==> config.mk <==
export PLATFORM = sky130hd
export DESIGN_NAME = stream_find_replace_top
export DESIGN_NICKNAME = d
export VERILOG_FILES = /design/src/design/sfr_pkg.sv /design/src/design/sfr_front.sv /design/src/design/sfr_queue.sv /design/src/design/sfr_back.sv /design/src/design/stream_find_replace_top.sv
export SDC_FILE = /design/constraint.sdc
export NUM_CORES = 1
export LEC_CHECK = 0
export ABC_CLOCK_PERIOD_IN_PS = 19530
export BUFFER_PORTS_ARGS = -buffer_cell sky130_fd_sc_hd__clkbuf_2
export CELL_PAD_IN_SITES_DETAIL_PLACEMENT = 1
export CELL_PAD_IN_SITES_GLOBAL_PLACEMENT = 1
export CORE_MARGIN = 3
export CORE_UTILIZATION = 45
export DETAILED_ROUTE_END_ITERATION = 6
export PLACE_DENSITY_LB_ADDON = 0.1
export SYNTH_ARGS = -nofsm -noshare
export SYNTH_HDL_FRONTEND = slang
export SYNTH_SLANG_ARGS = --single-unit
==> constraint.sdc <==
create_clock -name clk -period 19.53 [get_ports clk]
set_clock_uncertainty 0.1 [all_clocks]
set_input_delay 3.906 -clock clk [delete_from_list [all_inputs] [get_ports clk]]
set_output_delay 3.906 -clock clk [all_outputs]
set_load 0.005 [all_outputs]
==> src/design/sfr_pkg.sv <==
// Shared types and constants for the stream find-and-replace block.
package sfr_pkg;

	localparam int PATTERN_MAX_DEF = 8;
	localparam int QUEUE_DEPTH_DEF = 4;

	localparam int JOB_BYTES = 8;
	localparam int JOB_W     = JOB_BYTES * 8;
	localparam int LEN_W     = 4;
	localparam int TOTAL_W   = 32;
	localparam int CFG_IDX_W = 2;
	localparam int CFG_W     = 64;

	typedef enum logic [CFG_IDX_W-1:0] {
		CFG_PATTERN_LEN   = 2'd0,
		CFG_PATTERN_BYTES = 2'd1,
		CFG_REPLACE_LEN   = 2'd2,
		CFG_REPLACE_BYTES = 2'd3
	} cfg_reg_t;

	// One queued burst of output bytes; byte 0 goes out first.
	typedef struct packed {
		logic [JOB_W-1:0]   bytes;
		logic [LEN_W-1:0]   cnt;
		logic [TOTAL_W-1:0] total;
	} job_t;

endpackage

==> src/design/sfr_front.sv <==
// Front end: config registers, match window, compare and job build.
module sfr_front #(
	parameter int PATTERN_MAX = sfr_pkg::PATTERN_MAX_DEF
) (
	input  logic                      clk,
	input  logic                      arst_n,
	input  logic                      cfg_valid,
	output logic                      cfg_ready,
	input  logic [sfr_pkg::CFG_IDX_W-1:0] cfg_index,
	input  logic [sfr_pkg::CFG_W-1:0] cfg_data,
	input  logic                      in_valid,
	output logic                      in_ready,
	input  logic [7:0]                data_byte,
	input  logic                      end_of_stream,
	input  logic                      q_full,
	output logic                      q_push,
	output sfr_pkg::job_t             q_job
);
	import sfr_pkg::*;

	localparam int FILL_W = $clog2(PATTERN_MAX + 1);

	logic [7:0]         win_q [PATTERN_MAX];
	logic [FILL_W-1:0]  fill_q;
	logic [TOTAL_W-1:0] count_q;
	logic [LEN_W-1:0]   pat_len_q;
	logic [JOB_W-1:0]   pat_q;
	logic [LEN_W-1:0]   rep_len_q;
	logic [JOB_W-1:0]   rep_q;

	logic [7:0]         win_new [PATTERN_MAX];
	logic [7:0]         win_sh  [PATTERN_MAX];
	logic [JOB_W-1:0]   win_pack;
	logic [FILL_W-1:0]  eff_len;
	logic [FILL_W-1:0]  fill_c;
	logic [FILL_W-1:0]  fill_new;
	logic               full;
	logic               eq_all;
	logic               hit;
	logic [LEN_W-1:0]   rep_n;
	logic [TOTAL_W-1:0] cnt_next;
	logic               accept;
	logic               cfg_len_wr;

	assign cfg_ready  = 1'b1;
	assign in_ready   = !q_full;
	assign accept     = in_valid && in_ready;
	assign cfg_len_wr = cfg_valid && cfg_ready && (cfg_reg_t'(cfg_index) == CFG_PATTERN_LEN);

	always_comb begin
		if (pat_len_q > LEN_W'(PATTERN_MAX)) begin
			eff_len = FILL_W'(PATTERN_MAX);
		end else begin
			eff_len = FILL_W'(pat_len_q);
		end
	end

	// clamp guards a window left fuller than the current length
	assign fill_c   = (fill_q >= eff_len) ? (eff_len - 1'b1) : fill_q;
	assign fill_new = fill_c + 1'b1;
	assign full     = (fill_new == eff_len);
	assign rep_n    = (rep_len_q > LEN_W'(JOB_BYTES)) ? LEN_W'(JOB_BYTES) : rep_len_q;

	always_comb begin
		for (int i = 0; i < PATTERN_MAX; i++) begin
			win_new[i] = (fill_c == FILL_W'(i)) ? data_byte : win_q[i];
		end
		for (int i = 0; i < PATTERN_MAX - 1; i++) begin
			win_sh[i] = win_new[i + 1];
		end
		win_sh[PATTERN_MAX-1] = win_new[PATTERN_MAX-1];
	end

	always_comb begin
		win_pack = '0;
		for (int i = 0; i < PATTERN_MAX; i++) begin
			win_pack[8*i +: 8] = win_new[i];
		end
	end

	// parallel byte compare over the active pattern length
	always_comb begin
		eq_all = 1'b1;
		for (int i = 0; i < PATTERN_MAX; i++) begin
			if (FILL_W'(i) < eff_len && win_new[i] != pat_q[8*i +: 8]) begin
				eq_all = 1'b0;
			end
		end
	end

	assign hit = (eff_len != '0) && full && eq_all;

	always_comb begin
		if (hit && count_q != {TOTAL_W{1'b1}}) begin
			cnt_next = count_q + 1'b1;
		end else begin
			cnt_next = count_q;
		end
	end

	always_comb begin
		q_job.total = cnt_next;
		q_job.bytes = win_pack;
		q_job.cnt   = '0;
		if (eff_len == '0) begin
			q_job.bytes = {{(JOB_W-8){1'b0}}, data_byte};
			q_job.cnt   = LEN_W'(1);
		end else if (hit) begin
			q_job.bytes = rep_q;
			q_job.cnt   = rep_n;
		end else if (end_of_stream) begin
			q_job.cnt   = LEN_W'(fill_new);
		end else if (full) begin
			q_job.cnt   = LEN_W'(1);
		end
	end

	assign q_push = accept && (q_job.cnt != '0);

	always_ff @(posedge clk) begin
		if (accept && eff_len != '0) begin
			for (int i = 0; i < PATTERN_MAX; i++) begin
				win_q[i] <= (full && !hit) ? win_sh[i] : win_new[i];
			end
		end
	end

	always_ff @(posedge clk or negedge arst_n) begin
		if (!arst_n) begin
			fill_q    <= '0;
			count_q   <= '0;
			pat_len_q <= '0;
			pat_q     <= '0;
			rep_len_q <= '0;
			rep_q     <= '0;
		end else begin
			// a new pattern length drops whatever the window still holds
			if (cfg_len_wr) begin
				fill_q <= '0;
			end else if (accept && eff_len != '0) begin
				if (hit || end_of_stream) begin
					fill_q <= '0;
				end else if (full) begin
					fill_q <= fill_new - 1'b1;
				end else begin
					fill_q <= fill_new;
				end
			end
			if (accept) begin
				count_q <= cnt_next;
			end
			if (cfg_valid && cfg_ready) begin
				case (cfg_reg_t'(cfg_index))
					CFG_PATTERN_LEN: pat_len_q <= cfg_data[LEN_W-1:0];
					CFG_PATTERN_BYTES: pat_q <= cfg_data;
					CFG_REPLACE_LEN: rep_len_q <= cfg_data[LEN_W-1:0];
					CFG_REPLACE_BYTES: rep_q <= cfg_data;
					default: ;
				endcase
			end
		end
	end

endmodule

==> src/design/sfr_queue.sv <==
// Small job FIFO between front and back ends.
module sfr_queue #(
	parameter int DEPTH = sfr_pkg::QUEUE_DEPTH_DEF
) (
	input  logic          clk,
	input  logic          arst_n,
	input  logic          push,
	input  sfr_pkg::job_t push_job,
	output logic          full,
	input  logic          pop,
	output sfr_pkg::job_t pop_job,
	output logic          empty
);
	import sfr_pkg::*;

	localparam int PTR_W = (DEPTH > 1) ? $clog2(DEPTH) : 1;
	localparam int CNT_W = $clog2(DEPTH + 1);

	job_t             mem_q [DEPTH];
	logic [PTR_W-1:0] wr_ptr_q;
	logic [PTR_W-1:0] rd_ptr_q;
	logic [CNT_W-1:0] count_q;
	logic             do_push;
	logic             do_pop;

	assign full    = (count_q == CNT_W'(DEPTH));
	assign empty   = (count_q == '0);
	assign do_push = push && !full;
	assign do_pop  = pop && !empty;
	assign pop_job = mem_q[rd_ptr_q];

	always_ff @(posedge clk) begin
		if (do_push) begin
			mem_q[wr_ptr_q] <= push_job;
		end
	end

	always_ff @(posedge clk or negedge arst_n) begin
		if (!arst_n) begin
			wr_ptr_q <= '0;
			rd_ptr_q <= '0;
			count_q  <= '0;
		end else begin
			if (do_push) begin
				wr_ptr_q <= (wr_ptr_q == PTR_W'(DEPTH - 1)) ? '0 : wr_ptr_q + 1'b1;
			end
			if (do_pop) begin
				rd_ptr_q <= (rd_ptr_q == PTR_W'(DEPTH - 1)) ? '0 : rd_ptr_q + 1'b1;
			end
			if (do_push && !do_pop) begin
				count_q <= count_q + 1'b1;
			end else if (do_pop && !do_push) begin
				count_q <= count_q - 1'b1;
			end
		end
	end

endmodule

==> src/design/sfr_back.sv <==
// Back end: serializes queued jobs into output byte transfers.
module sfr_back (
	input  logic                        clk,
	input  logic                        arst_n,
	input  logic                        q_empty,
	input  sfr_pkg::job_t               q_job,
	output logic                        q_pop,
	output logic                        out_valid,
	input  logic                        out_ready,
	output logic [7:0]                  out_byte,
	output logic                        run_last,
	output logic [sfr_pkg::TOTAL_W-1:0] match_total
);
	import sfr_pkg::*;

	logic [JOB_W-1:0]   bytes_q;
	logic [LEN_W-1:0]   left_q;
	logic [TOTAL_W-1:0] total_q;
	logic               busy_q;
	logic               fire;
	logic               last;

	assign fire        = busy_q && out_ready;
	assign last        = (left_q == LEN_W'(1));
	assign q_pop       = !q_empty && (!busy_q || (fire && last));
	assign out_valid   = busy_q;
	assign out_byte    = bytes_q[7:0];
	assign run_last    = last;
	assign match_total = total_q;

	always_ff @(posedge clk) begin
		if (q_pop) begin
			bytes_q <= q_job.bytes;
			total_q <= q_job.total;
		end else if (fire) begin
			bytes_q <= {8'h00, bytes_q[JOB_W-1:8]};
		end
	end

	always_ff @(posedge clk or negedge arst_n) begin
		if (!arst_n) begin
			busy_q <= 1'b0;
			left_q <= '0;
		end else begin
			if (q_pop) begin
				busy_q <= 1'b1;
				left_q <= q_job.cnt;
			end else if (fire) begin
				busy_q <= !last;
				left_q <= left_q - 1'b1;
			end
		end
	end

endmodule

==> src/design/stream_find_replace_top.sv <==
// Stream find-and-replace: top level joining front end, job queue and back end.
// A job built from an accepted byte is written to the queue, then loaded into the back end.
// Throughput: one input byte per cycle; an output burst holds the back end until its last
// byte is sent, and the front keeps taking bytes until the queue (depth 4 by default) fills.
// Reset: arst_n clears window fill, match count, config registers and the queue.
module stream_find_replace_top #(
	parameter int PATTERN_MAX = sfr_pkg::PATTERN_MAX_DEF,
	parameter int QUEUE_DEPTH = sfr_pkg::QUEUE_DEPTH_DEF
) (
	input  logic                          clk,
	input  logic                          arst_n,
	// config write channel
	input  logic                          cfg_valid,
	output logic                          cfg_ready,
	input  logic [sfr_pkg::CFG_IDX_W-1:0] cfg_index,
	input  logic [sfr_pkg::CFG_W-1:0]     cfg_data,
	// input byte stream
	input  logic                          in_valid,
	output logic                          in_ready,
	input  logic [7:0]                    data_byte,
	input  logic                          end_of_stream,
	// output byte stream
	output logic                          out_valid,
	input  logic                          out_ready,
	output logic [7:0]                    out_byte,
	output logic                          run_last,
	output logic [sfr_pkg::TOTAL_W-1:0]   match_total
);
	import sfr_pkg::*;

	// Each accepted input byte becomes zero or one job: a burst of up to
	// eight bytes (pass-through byte, oldest window byte, replacement text,
	// or the window flush at end of stream) tagged with the match count.
	job_t push_job;
	job_t pop_job;
	logic push;
	logic pop;
	logic q_full;
	logic q_empty;

	// Front: combinational window update, pattern compare and job build per accepted byte.
	sfr_front #(
		.PATTERN_MAX (PATTERN_MAX)
	) u_front (
		.clk           (clk),
		.arst_n        (arst_n),
		.cfg_valid     (cfg_valid),
		.cfg_ready     (cfg_ready),
		.cfg_index     (cfg_index),
		.cfg_data      (cfg_data),
		.in_valid      (in_valid),
		.in_ready      (in_ready),
		.data_byte     (data_byte),
		.end_of_stream (end_of_stream),
		.q_full        (q_full),
		.q_push        (push),
		.q_job         (push_job)
	);

	// Queue decouples the byte-per-cycle front (held while the queue is full) from multi-byte bursts.
	sfr_queue #(
		.DEPTH (QUEUE_DEPTH)
	) u_queue (
		.clk      (clk),
		.arst_n   (arst_n),
		.push     (push),
		.push_job (push_job),
		.full     (q_full),
		.pop      (pop),
		.pop_job  (pop_job),
		.empty    (q_empty)
	);

	// Back: from registered job state, one output transfer per cycle while busy and out_ready is high.
	sfr_back u_back (
		.clk         (clk),
		.arst_n      (arst_n),
		.q_empty     (q_empty),
		.q_job       (pop_job),
		.q_pop       (pop),
		.out_valid   (out_valid),
		.out_ready   (out_ready),
		.out_byte    (out_byte),
		.run_last    (run_last),
		.match_total (match_total)
	);

endmodule
* Word-level counts from Yosys, hierarchy flattened
Memories as Yosys holds them, arrays and structs flattened.
Cells that the tools add are included.
** Word-level totals
- Register bits :: 280
- Memory bits (writable) :: 464
- Input bits :: 80
- Output and inout bits :: 44
- Word-level logic and storage cells :: 154
- Memories :: 2
** Operators by class
- Add/subtract/negate cells :: 9
- $lt $le $gt $ge :: 11
- Eq/ne operators :: 24
- Mux-type cells :: 50
- Reductions and logical operators :: 45
** Memory list
- u_queue.mem_q :: words 4, bits a word 100, read ports 1, clocked after memory_dff 0, wr ports 1, line sfr_queue.sv:19 : job_t mem_q [DEPTH];
- u_front.win_q :: words 8, bits a word 8, read ports 8, clocked after memory_dff 0, wr ports 8, line sfr_front.sv:23 : logic [7:0] win_q [PATTERN_MAX];
** Operators with widths (count)
- two-way mux 64 bit :: 3
- two-way mux 8 bit :: 15
- two-way mux 68 bit :: 1
- inequality test 8 bit :: 8
- two-way mux 4 bit :: 11
- adder 32 x 1 -> 32 bit, second input constant :: 1
- two-way mux 32 bit :: 1
- inequality test 32 bit, second input constant :: 1
- logical AND 1 bit :: 23
- equality test 4 x 3 -> 1 bit, second input constant :: 4
- < comparator 3 x 4 -> 1 bit, first input constant :: 4
- two-way mux 1 bit :: 15
- subtractor 4 x 1 -> 4 bit, second input constant :: 3
- equality test 2 bit, second input constant :: 4
- equality test 4 x 1 -> 1 bit, second input constant :: 2
- equality test 4 x 2 -> 1 bit, second input constant :: 2
- greater-than comparator 4 bit, second input constant :: 2
- logical NOT 4 bit :: 2
- < comparator 1 x 4 -> 1 bit, first input constant :: 2
- < comparator 2 x 4 -> 1 bit, first input constant :: 2
- AND reduction 2 bit :: 4
- nonzero test 4 bit :: 2
- logical NOT 1 bit :: 7
- two-way mux 3 bit :: 2
- 13 further kinds :: 18

* Depth between registers and ports, before layout
Gate-level depths: netlist of the first run.
- Word-level depth :: 26
- Gate-level depth with buffers :: 30
- Gate-level depth less buffers :: 25

* Cells and area by module
A second synthesis of the first run with hierarchy kept.
** Unflattened totals
- Cell total of the unflattened synthesis :: 2121
- Area total of the unflattened synthesis :: 33532.2 sq um
** By module, submodules not included
- sfr_queue :: instances 1, cells each 559, area an instance 14868.0 sq um, sequential area each 12186.7 sq um
- sfr_front :: instances 1, cells each 1355, area an instance 14366.3 sq um, sequential area each 6226.0 sq um
- sfr_back :: instances 1, cells each 207, area an instance 4297.9 sq um, sequential area each 3007.9 sq um

* Worst setup path before layout of the first run
OpenSTA, ideal clock, no wires.
- Kind :: input port to flip-flop
- Start :: input port data_byte[4]
- End :: memory u_queue.mem_q[0][0] (netlist bit) (enable)
- Library setup time :: 0.470 ns
- Data arrival time :: 8.869 ns
- Required time :: 18.960 ns
- Slack :: 10.091 ns
- Stages :: 11
- Path buffers :: 2
- Cell sequence :: clkbuf_1 -> clkbuf_1 -> xor2_1 -> nor4_1 -> nand4_1 -> o211a_1 -> a2111oi_1 -> a31o_2 -> o311ai_0 -> a31oi_2 -> and2_1
** On the way
- Word-level cells in the longest chain between the ends :: 19
- Elaborated cells on any way between the ends :: 40
- Those cells by class :: eq/ne: 8; mux: 20; reduce/logical: 12
** RTL lines
- start: declaration :: line stream_find_replace_top.sv:20 : input logic [7:0] data_byte,
- two-way mux 8 bit :: line sfr_front.sv:66 : win_new[i] = (fill_c == FILL_W'(i)) ? data_byte : win_q[i];
- inequality test 8 bit :: line sfr_front.sv:85 : if (FILL_W'(i) < eff_len && win_new[i] != pat_q[8*i +: 8]) begin
- logical AND 1 bit :: line sfr_front.sv:85
- two-way mux 1 bit (7 in a row) :: line sfr_front.sv:85
- two-way mux 1 bit * :: line sfr_front.sv:85
- logical AND 1 bit * :: line sfr_front.sv:91 : assign hit = (eff_len != '0) && full && eq_all;
- two-way mux 4 bit * :: line sfr_front.sv:108 : end else if (hit) begin
- two-way mux 68 bit * :: line sfr_front.sv:105 : if (eff_len == '0) begin
- nonzero test 4 bit * :: line sfr_front.sv:118 : assign q_push = accept && (q_job.cnt != '0);
- logical AND 1 bit * :: line sfr_front.sv:118
- logical AND 1 bit * :: line sfr_queue.sv:28 : assign do_push = push && !full;
- net u_queue.do_push :: line sfr_queue.sv:23 : logic do_push;
- two-way mux 1 bit * :: line sfr_queue.sv:33 : if (do_push) begin
- two-way mux 1 bit (not written as such) * :: line sfr_queue.sv:34 : mem_q[wr_ptr_q] <= push_job;
- end: declaration :: line sfr_queue.sv:19
Mark *: on every way through the listed nets, which the timed path passes. The rest lies on a longest branch.

* Worst setup path after layout of the first run
- Start :: register u_front.pat_len_q[3]
- End :: memory u_queue.mem_q[2][36] (netlist bit) (enable)
** On the way
- Word-level cells in the longest chain between the ends :: 24
- Elaborated cells on any way between the ends :: 68
- Those cells by class :: add/sub: 2; order compare: 10; eq/ne: 16; mux: 24; reduce/logical: 16
** RTL lines
- start: declaration :: line sfr_front.sv:26 : logic [LEN_W-1:0] pat_len_q;
- start signal: assignment :: line sfr_front.sv:154 : CFG_PATTERN_LEN: pat_len_q <= cfg_data[LEN_W-1:0];
- greater-than comparator 4 bit :: line sfr_front.sv:51 : if (pat_len_q > LEN_W'(PATTERN_MAX)) begin
- two-way mux 4 bit * :: line sfr_front.sv:51
- subtractor 4 x 1 -> 4 bit / greater-or-equal comparator 4 bit (equally long branches) :: line sfr_front.sv:59 : assign fill_c = (fill_q >= eff_len) ? (eff_len - 1'b1) : fill_q;
- two-way mux 4 bit :: line sfr_front.sv:59
- logical NOT 4 bit :: line sfr_front.sv:66
- two-way mux 8 bit :: line sfr_front.sv:66
- inequality test 8 bit :: line sfr_front.sv:85
- logical AND 1 bit :: line sfr_front.sv:85
- (+9 left out)
- two-way mux 4 bit :: line sfr_front.sv:108
- two-way mux 68 bit * :: line sfr_front.sv:105
- nonzero test 4 bit * :: line sfr_front.sv:118
- logical AND 1 bit * :: line sfr_front.sv:118
- logical AND 1 bit * :: line sfr_queue.sv:28
- net u_queue.do_push :: line sfr_queue.sv:23
- two-way mux 1 bit * :: line sfr_queue.sv:33
- two-way mux 1 bit (not written as such) * :: line sfr_queue.sv:34
Marks and branches as above.

==> impl_metrics.py, run 1 <==
metrics = {
    "worst_hold_path": {
        "hold_class": "reg -> reg",
        "worstHoldStart": "u_queue.count_q[2]",
        "hold_depth": 1,
        "worstHoldEndpoint": "u_queue.count_q[2]",
    },
    "critical_path": {
        "path_class": "reg -> reg",
        "critPathMaxStageDelay_ns": 0.81,
        "reg2regPathDepth": 20,
        "critPathBufInv": 5,
        "critPathArrivalTime_ns": 9.29,
        "start_kind": "register",
        "rr_endpoint": "u_queue.mem_q[2][36]",
        "end_kind": "register",
        "required_ns": 19.66,
        "critPathMaxFanout": 53,
        "rrSetupSlack_ns": 10.37,
        "cp_slowest_cell": "buf_4",
        "crit_chain": "clkinv_1 > nand2_1 > inv_1 > ha_1 > nor2b_1 > o21ai_1 > buf_4 > nand2_1 > o21ai_1 > inv_1 > ha_1 > a21bo_1 > mux2i_1 > a211o_1 > a2111oi_2 > a31o_2 > a41oi_1 > a31oi_2 > and2_4 > buf_4",
        "r2r_start": "u_front.pat_len_q[3]",
        "path_delay_family": "compound AO/OA/AOI/OAI gates",
    },
    "logic_synthesis": {
        "syn_area_per_cell_sq_um": 14.5,
        "synth_warnings": 0,
        "synth-seq-cells": 744,
        "async_flop_share_pct": 24.7,
        "synth-edff-count": 560,
        "synth_area_sq_um": 33400,
        "synth_cells": 2300,
        "synth.area.top_cells": "edfxtp_1 (50%), dfrtp_1 (14%), mux4_2 (6.8%)",
        "syn_nets": 2399,
        "ys_types": 90,
        "synth_top_flop_cell": "edfxtp_1",
        "synth_largest_area_cell": "edfxtp_1",
        "synth.top_cell.area_share_pct": 50.4,
        "netlist_top_cells_count": "edfxtp_1 (560), nand2_1 (263), dfrtp_1 (184)",
        "yosysMostFrequentCell": "edfxtp_1",
        "ys_seq_area_share_pct": 64.2,
    },
    "die": {
        "dieArea_sq_um": 77400,
        "pin_count": 124,
        "initial_core_util_pct": 45.6,
        "die_height_um": 278,
        "rows": 99,
        "die_width_um": 278,
        "design.core.area_sq_um": 73200,
    },
    "cts": {
        "cts_tree": "done",
        "h-tree-depth": 3,
        "postCtsSetupBuffers": 0,
        "clkLatencyLatePin_ns": 0.62,
        "clkTransAtPathRegs_ns": 0.06,
        "numCtsBuffers": 80,
        "numClockSinks": 744,
        "cts_resized": 0,
        "clock-root-buffer": "clkbuf_16",
        "cts_buffer_depth": 3,
        "hold_buffers": 0,
    },
    "global_route": {
        "antenna_found_initial": 1,
        "grt_pass1_vias": 21600,
        "grt_overflow": 0,
        "grt_max_degree": 73,
        "grt.total_usage_pct": 24.6,
        "grt_first_pass_wirelength_um": 143000,
    },
    "power": {
        "power_density_nw_per_um2": 161,
        "power_switching_mw": 2.08,
        "p_seq_share_pct": 42.1,
        "switching_share_pct": 34.3,
        "p_leak_nw": 13.8,
        "p_comb_share_pct": 32.2,
        "internal_power_mw": 3.97,
        "vdd_ir_drop_max_mv": 0.0824,
        "power_mw": 6.05,
        "clockPowerShare_pct": 25.7,
    },
    "sta": {
        "fmax_ghz": 0.109,
        "setup_tns_ns": 0,
        "tightest_slew_ns": 1.36,
        "rsz0062_at_grt": "no",
        "slew_viol_final": 0,
        "fin_crit_sh_pct": 46.9,
        "setup_viol": 0,
        "hold_viol": 0,
        "slew_headroom_pct": 8.97,
        "final.min_clock_period_ns": 9.16,
    },
    "drt": {
        "postRouteAntennaNets": 0,
        "vias": 20300,
        "vias_per_cell": 5.93,
        "drc": 0,
        "routedWlPerCell_um": 27.8,
        "first_pass_iters": 5,
        "wirelength_um": 95000,
        "first_iter_violations": 1815,
    },
    "cells_and_area": {
        "n_antenna_cell": 0,
        "final_net_count": 2491,
        "area_growth_pct": 12.6,
        "drive_gt1_share_pct": 24.1,
    },
    "placement": {
        "io_buffers": 122,
        "dpl.hpwl_um": 64100,
        "place_congestion": 0.906,
    },
    "job": {
        "cap_violations": 0,
    },
    "run_status": {
        "status": "completed",
    },
}
## per-layer routing
metal,routed length [um],vias up,share of wire (%),global-route usage [%]
li1,-,8938,-,-
met1,41200,10600,43,33.6
met2,46300,552,49,41.2
met3,4320,149,4.6,3.16
met4,3140,2,3.3,8.30
met5,12,-,0.013,0
## area by class of cell
cell class	count	area, sq um
Multi-Input combinational cell	1366	11200
Tap cell	959	1200
Clock inverter	49	542
Sequential cell	744	21400
Fill cell	7053	35700
Timing Repair Buffer	152	845
Clock buffer	99	2170
Inverter	48	181
## worst reg2reg max path, stage by stage (launching register included)
cell and delay, ns:
dfrtp_1 0.68, clkinv_1 0.42, nand2_1 0.20, inv_1 0.15
ha_1 0.23, nor2b_1 0.14, o21ai_1 0.11, buf_4 0.21
nand2_1 0.51, o21ai_1 0.66, inv_1 0.16, ha_1 0.44
a21bo_1 0.77, mux2i_1 0.36, a211o_1 0.38, a2111oi_2 0.61
a31o_2 0.34, a41oi_1 0.19, a31oi_2 0.50, and2_4 0.74
buf_4 0.85
## flip-flops by register name, summed over array words and instances, names as in the netlist
register / cells
u_back.out_valid: 1
u_front.pat_q: 64
u_front.fill_q: 4
u_queue.wr_ptr_q: 2
u_queue.count_q: 3
u_front.count_q: 32
u_queue.mem_q: 400
u_front.rep_q: 64
u_front.rep_len_q: 4
u_back.bytes_q: 64
u_front.pat_len_q: 4
u_back.left_q: 4
u_front.win_q: 64
u_queue.rd_ptr_q: 2
u_back.match_total: 32
## cell families (layout without fill, tap and decap cells)
kind of cell / count (synthesis) / in the layout / share of synthesized area, %
simple gates: 622 / 622 / 9.17
mux: 282 / 282 / 12.8
other cells: 1 / 1 / 0.0112
flops: 744 / 744 / 64.2
xor+xnor: 150 / 150 / 3.94
compound gates: 292 / 292 / 6.77
buf+inv: 190 / 348 / 2.38
fa+ha+maj: 19 / 19 / 0.735
## how the worst max path moves through the flow
stage                                     from              endpoint  slack, ns  cells after the start
after floorplan                   data_byte[4]   u_queue.mem_q[0][0]      10.09                     11
after global placement            data_byte[4]  u_queue.mem_q[1][50]       10.0                     13
after detailed placement          data_byte[4]  u_queue.mem_q[1][45]       9.90                     13
after CTS                 u_front.pat_len_q[3]  u_queue.mem_q[2][36]      10.43                     20
after global routing      u_front.pat_len_q[3]  u_queue.mem_q[1][39]       9.81                     21
final                     u_front.pat_len_q[3]  u_queue.mem_q[2][36]      10.37                     20
## power groups by stage
stage	registers, mW	logic, mW	clock network, mW
global placement	2.55	1.90	0
global route	2.58	2.11	1.66
finish	2.55	1.95	1.56
detailed placement	2.57	1.94	0
floorplan	2.43	1.38	0
CTS	2.54	1.96	1.59
## metrics by stage
step	util [%]	setup WS (ns)	cells	hold slack (ns)	instance area, sq um
after detailed placement	47.6	9.90	3269	0.380	34800
final	51.3	10.37	3417	0.396	37500
after global placement	47.6	10.0	3269	0.370	34800
after floorplan	-	10.09	2300	0.355	33400
after CTS	51.3	10.43	3417	0.391	37500
after global routing	51.3	9.81	3417	0.418	37500
## cells in the final DEF, fill, tap and decap left out, types with 23 or more instances in the layout
master | Yosys | routed
inv_1 | 46 | 44
buf_4 | 12 | 30
nand3b_1 | 28 | 28
xnor2_1 | 98 | 98
mux2i_1 | 31 | 31
clkbuf_2 | 0 | 121
clkbuf_16 | 0 | 82
o21ai_0 | 36 | 36
xor2_1 | 52 | 52
nand3_1 | 64 | 63
dfrtp_1 | 184 | 182
nor2_1 | 100 | 99
and3_1 | 34 | 34
a211oi_1 | 50 | 50
mux4_2 | 100 | 100
o221a_2 | 28 | 28
mux2_2 | 150 | 150
a21oi_1 | 51 | 51
nand2_1 | 263 | 261
edfxtp_1 | 560 | 560
nand4_1 | 23 | 23
Power figures use the tool's default switching activity.
==> run 2: changes to the inputs <==
--- a/config.mk
+++ b/config.mk
@@ -5,7 +5,7 @@
 export SDC_FILE = /design/constraint.sdc
 export NUM_CORES = 1
 export LEC_CHECK = 0
-export ABC_CLOCK_PERIOD_IN_PS = 19530
+export ABC_CLOCK_PERIOD_IN_PS = 8600
 export BUFFER_PORTS_ARGS = -buffer_cell sky130_fd_sc_hd__clkbuf_2
 export CELL_PAD_IN_SITES_DETAIL_PLACEMENT = 1
 export CELL_PAD_IN_SITES_GLOBAL_PLACEMENT = 1
==> constraint.sdc (replaced) <==
create_clock -name clk -period 8.6 [get_ports clk]
set_clock_uncertainty 0.1 [all_clocks]
set_input_delay 1.72 -clock clk [delete_from_list [all_inputs] [get_ports clk]]
set_output_delay 1.72 -clock clk [all_outputs]
set_load 0.005 [all_outputs]
==> run 2 against run 1 <==
  * Critical endpoint is now u_queue.count_q[2]
  * Largest power group unchanged
  * Wire length decreased by 5.5%
  * Critical path type unchanged
  * Critical path depth increased by 5
  * Via count decreased by 0.31%
  * Sequential cell count unchanged
  * Count of clock-buffer cells in the layout increased by 7
  * Non-clock buffer count increased by 32
  * Design area increased by 0.78%
==> impl_metrics.py, run 2 (synthesis results as in run 1) <==
metrics = {
    "cells_and_area": {
        "final_net_count": 2525,
        "largest-register": "u_queue.mem_q",
        "final_cell_mix": "edfxtp_1 (560), nand2_1 (261), dfrtp_1 (182)",
        "final_cells": 3454,
        "area_growth_pct": 13.4,
        "largest_reg_flops": 400,
        "final_common_cell": "edfxtp_1",
        "post-route-util_pct": 51.7,
        "drive_gt1_share_pct": 25.1,
    },
    "global_route": {
        "grt_first_pass_wirelength_um": 138000,
        "grt.total_usage_pct": 23.4,
        "grt_overflow": 0,
        "antenna_found_initial": 2,
        "grt_max_degree": 74,
        "grt_pass1_vias": 21800,
    },
    "cts": {
        "numClockSinks": 744,
        "numCtsBuffers": 82,
        "cts_buffer_depth": 3,
        "hold_buffers": 0,
        "postCtsSetupBuffers": 0,
        "clkTransAtPathRegs_ns": 0.06,
        "h-tree-depth": 3,
        "cts_resized": 0,
        "cts_tree": "done",
        "clock-root-buffer": "clkbuf_16",
        "clkLatencyLatePin_ns": 0.64,
    },
    "sta": {
        "final.min_clock_period_ns": 7.44,
        "rsz0062_at_grt": "no",
        "fin_ws_ns": 1.16,
        "setup_viol": 0,
        "hold_viol": 0,
        "hold_ws_ns": 0.384,
        "slew_headroom_pct": 24.6,
        "fin_crit_sh_pct": 86.5,
        "tightest_slew_ns": 1.12,
        "fmax_ghz": 0.134,
        "setup_tns_ns": 0,
        "slew_viol_final": 0,
    },
    "critical_path": {
        "critPathArrivalTime_ns": 7.89,
        "critPathMaxFanout": 12,
        "path_class": "reg -> reg",
        "end_kind": "register",
        "rrSetupSlack_ns": 1.16,
        "reg2regPathDepth": 25,
        "start_kind": "register",
        "required_ns": 9.05,
    },
    "drt": {
        "vias_per_cell": 5.85,
        "first_pass_iters": 5,
        "routedWlPerCell_um": 26.0,
        "first_iter_violations": 1641,
        "wirelength_um": 89800,
        "drc": 0,
        "vias": 20200,
        "postRouteAntennaNets": 0,
    },
    "die": {
        "rows": 99,
        "die_height_um": 278,
        "initial_core_util_pct": 45.6,
        "design.core.area_sq_um": 73200,
        "dieArea_sq_um": 77400,
        "pin_count": 124,
        "die_width_um": 278,
    },
    "power": {
        "p_leak_nw": 13.9,
        "power_density_nw_per_um2": 360,
        "vdd_ir_drop_max_mv": 0.181,
    },
    "placement": {
        "dpl.hpwl_um": 60300,
        "io_buffers": 122,
        "place_congestion": 0.923,
        "dp_cells": 3301,
        "dp_slack_ns": 1.17,
    },
    "worst_hold_path": {
        "hold_class": "reg -> reg",
        "hold_depth": 1,
    },
    "run_status": {
        "status": "completed",
    },
    "job": {
        "cap_violations": 0,
    },
}
run 2: changes by cell type in the layout (fill, tap and decap cells not counted), sizes merged:
cell / delta
buf: +32
inv: -1
bufinv: -3
clkbuf: +7
diode: +1
clkinvlp: +1
run 2: where the power goes:
group	switching, mW	total, mW	internal [mW]
Sequential	0.582	5.75	5.17
Clock	1.46	3.49	2.03
Combinational	2.56	4.40	1.85
run 2: final timing paths:
kind                                        end            startpoint
setup / recovery             u_queue.count_q[2]  u_front.pat_len_q[3]
hold / removal               u_queue.count_q[2]    u_queue.count_q[2]
setup reg to reg             u_queue.count_q[2]  u_front.pat_len_q[3]
hold reg to reg              u_queue.count_q[2]    u_queue.count_q[2]
max in group asynchronous  u_front.pat_len_q[3]                arst_n
min in group asynchronous   u_queue.rd_ptr_q[1]                arst_n
run 2: final cells by class:
class	instances	area (sq um)
Tap cell	959	1200
Fill cell	7077	35400
Sequential cell	744	21400
Clock buffer	106	2190
Inverter	48	181
Timing Repair Buffer	184	1160
Antenna cell	1	2.50
Clock inverter	46	492
Multi-Input combinational cell	1366	11200
run 2: critical path, stage by stage, from the launching register on:
cell and delay, ns:
dfrtp_1 0.58, clkinv_1 0.32, nand2_1 0.16, inv_1 0.12, ha_1 0.32, nor2b_1 0.18, o21ai_1 0.08, buf_4 0.18
nand2_1 0.27, o21ai_1 0.21, inv_1 0.14, ha_1 0.46, nand4_1 0.45, nand3_1 0.31, a21oi_1 0.10, or4_1 0.54
o41ai_2 0.65, a31o_2 0.32, o311ai_0 0.19, a31oi_2 0.49, ha_1 0.29, inv_1 0.07, fa_1 0.38, xor2_1 0.17
nor2_1 0.12, xor2_1 0.15
run 2: per-layer routing:
metal  part of all wire [%]  vias up  routed length (um)  global-route usage, %
li1                       -     9012                   -                      -
met1                     43    10600               39000                   31.9
met2                     50      497               44600                   39.6
met3                    4.2      124                3770                   2.78
met4                    2.6        0                2360                   7.26
met5                      0        -                   0                      0
run 2: stage by stage:
step / instance area [sq um] / total power [mW]
after floorplan: 33400 / 8.65
after global placement: 35200 / 10.0
after detailed placement: 35200 / 10.2
after CTS: 37800 / 13.7
after global routing: 37800 / 14.4
final: 37800 / 13.6
==> run 3: changes to the inputs <==
--- a/config.mk
+++ b/config.mk
@@ -13,6 +13,8 @@
 export CORE_UTILIZATION = 45
 export DETAILED_ROUTE_END_ITERATION = 6
 export PLACE_DENSITY_LB_ADDON = 0.1
+export RECOVER_POWER = 100
+export REMOVE_ABC_BUFFERS = 1
 export SYNTH_ARGS = -nofsm -noshare
 export SYNTH_HDL_FRONTEND = slang
 export SYNTH_SLANG_ARGS = --single-unit
==> run 3 against run 2 <==
  * The flow now finishes with violations (max-capacitance violations, max-slew violations)
  * Wire length grew 0.26%
  * Cell count up 0.23%
  * Sequential power is essentially flat
  * Critical path depth fell by 3
  * Design area rose by 0.13%
  * Clock power up 6.9%
  * Via count decreased by 0.40%
  * Worst hold slack improved by 0.026 ns
  * Maximum frequency down 6.3%
  * Sequential share of layout area is 0.085 points lower
  * Core utilization grew 0.068 points
  * Largest cell class unchanged
  * Highest routed layer unchanged
==> impl_metrics.py, run 3 (synthesis results as in run 1) <==
metrics = {
    "cells_and_area": {
        "n_antenna_cell": 0,
        "largest-register": "u_queue.mem_q",
        "final_cells": 3462,
        "drive_gt1_share_pct": 22.4,
        "final_cell_mix": "edfxtp_1 (560), nand2_1 (262), dfrtp_1 (183)",
        "largest_reg_flops": 400,
        "design_area_sq_um": 37900,
        "area_growth_pct": 13.6,
        "final_net_count": 2538,
        "final_common_cell": "edfxtp_1",
    },
    "drt": {
        "drc": 0,
        "postRouteAntennaNets": 0,
        "vias": 20100,
        "wirelength_um": 90000,
        "vias_per_cell": 5.81,
        "first_iter_violations": 1627,
        "routedWlPerCell_um": 26.0,
        "first_pass_iters": 5,
    },
    "critical_path": {
        "critPathBufInv": 5,
        "path_delay_family": "compound AO/OA/AOI/OAI gates",
        "cp_slowest_cell": "o21ai_1",
        "critPathMaxFanout": 17,
        "cp_common_cell": "nand2_1",
        "rrSetupSlack_ns": 0.66,
        "path_class": "reg -> reg",
        "critPathMaxStageDelay_ns": 0.63,
        "start_kind": "register",
        "crit_chain": "clkinv_1 > nand2_1 > inv_1 > ha_1 > nor2b_1 > o21ai_1 > nand2_1 > nand2_1 > o21ai_1 > inv_1 > ha_1 > nand4_1 > nand3_1 > a21oi_1 > or4_1 > o41ai_1 > buf_4 > a31oi_2 > o21ai_4 > clkbuf_2 > nand2_2 > o221a_1",
        "required_ns": 8.87,
        "critPathArrivalTime_ns": 8.22,
        "end_kind": "register",
    },
    "die": {
        "die_height_um": 278,
        "rows": 99,
        "initial_core_util_pct": 45.6,
        "die_width_um": 278,
        "pin_count": 124,
        "dieArea_sq_um": 77400,
        "design.core.area_sq_um": 73200,
    },
    "power": {
        "clockPowerShare_pct": 26.8,
        "p_comb_share_pct": 31.8,
        "power_switching_mw": 4.62,
        "power_density_nw_per_um2": 367,
        "p_seq_share_pct": 41.4,
        "vdd_ir_drop_max_mv": 0.247,
        "internal_power_mw": 9.30,
        "switching_share_pct": 33.2,
        "p_leak_nw": 13.8,
    },
    "cts": {
        "hold_buffers": 0,
        "cts_buffer_depth": 3,
        "postCtsSetupBuffers": 0,
        "numClockSinks": 744,
        "clkTransAtPathRegs_ns": 0.06,
        "numCtsBuffers": 80,
        "cts_tree": "done",
        "h-tree-depth": 3,
        "clock-root-buffer": "clkbuf_16",
        "clkLatencyLatePin_ns": 0.64,
        "cts_resized": 0,
    },
    "sta": {
        "final.min_clock_period_ns": 7.94,
        "slew_viol_final": 663,
        "setup_tns_ns": 0,
        "fmax_ghz": 0.126,
        "fin_ws_ns": 0.656,
        "slew_headroom_pct": -196,
        "tightest_slew_ns": 4.44,
        "hold_viol": 0,
        "setup_viol": 0,
        "fin_crit_sh_pct": 92.4,
        "rsz0062_at_grt": "no",
    },
    "placement": {
        "dp_cells": 3316,
        "dpl.hpwl_um": 61000,
        "placed_area_sq_um": 35300,
        "place_congestion": 0.894,
        "dp_slack_ns": 0.939,
        "io_buffers": 122,
    },
    "worst_hold_path": {
        "hold_class": "reg -> reg",
    },
    "global_route": {
        "grt_max_degree": 75,
        "grt_overflow": 0,
        "grt.total_usage_pct": 23.4,
        "grt_pass1_vias": 21600,
        "grt_first_pass_wirelength_um": 137000,
        "antenna_found_initial": 1,
    },
    "run_status": {
        "status": "finished with violations",
        "violations": "max-capacitance violations, max-slew violations",
    },
    "job": {
        "cap_violations": 12,
    },
}
==> run 3: worst paths after layout <==
kind,to,cells past startpoint,from
max in group asynchronous,u_queue.rd_ptr_q[1],2,arst_n
hold reg to reg,u_front.rep_q[59],1,u_front.rep_q[59]
hold / removal,u_front.rep_q[59],1,u_front.rep_q[59]
min in group asynchronous,u_front.rep_q[55],1,arst_n
setup / recovery,u_front.win_q[0][22],22,u_front.pat_len_q[3]
setup reg to reg,u_front.win_q[0][22],22,u_front.pat_len_q[3]
==> run 3: layout make-up <==
class	count	area, sq um
multi-input cells	1366	11100
inverters	48	181
flip-flops and latches	744	21400
repair buffers	199	1060
well taps	959	1200
clock inverters	53	757
fillers	7110	35300
clock buffers	93	2130
==> run 3: worst reg2reg max path: stages, from the launching register on <==
cell and delay, ns:
dfrtp_1 0.58, clkinv_1 0.33, nand2_1 0.17, inv_1 0.12, ha_1 0.22, nor2b_1 0.14
o21ai_1 0.63, nand2_1 0.34, nand2_1 0.16, o21ai_1 0.16, inv_1 0.14, ha_1 0.49
nand4_1 0.49, nand3_1 0.34, a21oi_1 0.09, or4_1 0.53, o41ai_1 0.52, buf_4 0.23
a31oi_2 0.37, o21ai_4 0.63, clkbuf_2 0.41, nand2_2 0.18, o221a_1 0.34
==> run 3: power groups by stage <==
stage,combinational (mW),sequential (mW),clock (mW)
floorplan,2.96,5.70,0
CTS,4.52,5.74,3.82
global route,4.83,5.83,3.98
detailed placement,4.50,5.81,0
global placement,4.38,5.77,0
finish,4.43,5.76,3.73
==> run 3: per-layer routing <==
metal / routed length, um / global-route usage (%)
met5: 0 / 0
met2: 43800 / 38.8
met4: 2470 / 7.45
met3: 4120 / 3.78
met1: 39700 / 31.9
==> run 3: per-stage QoR <==
step,power (mW),util [%],hold slack (ns)
finish,13.9,51.8,0.410
detailed placement,10.3,48.2,0.396
CTS,14.1,52.2,0.410
global route,14.6,51.8,0.419
floorplan,8.66,-,0.355
global placement,10.1,48.2,0.387
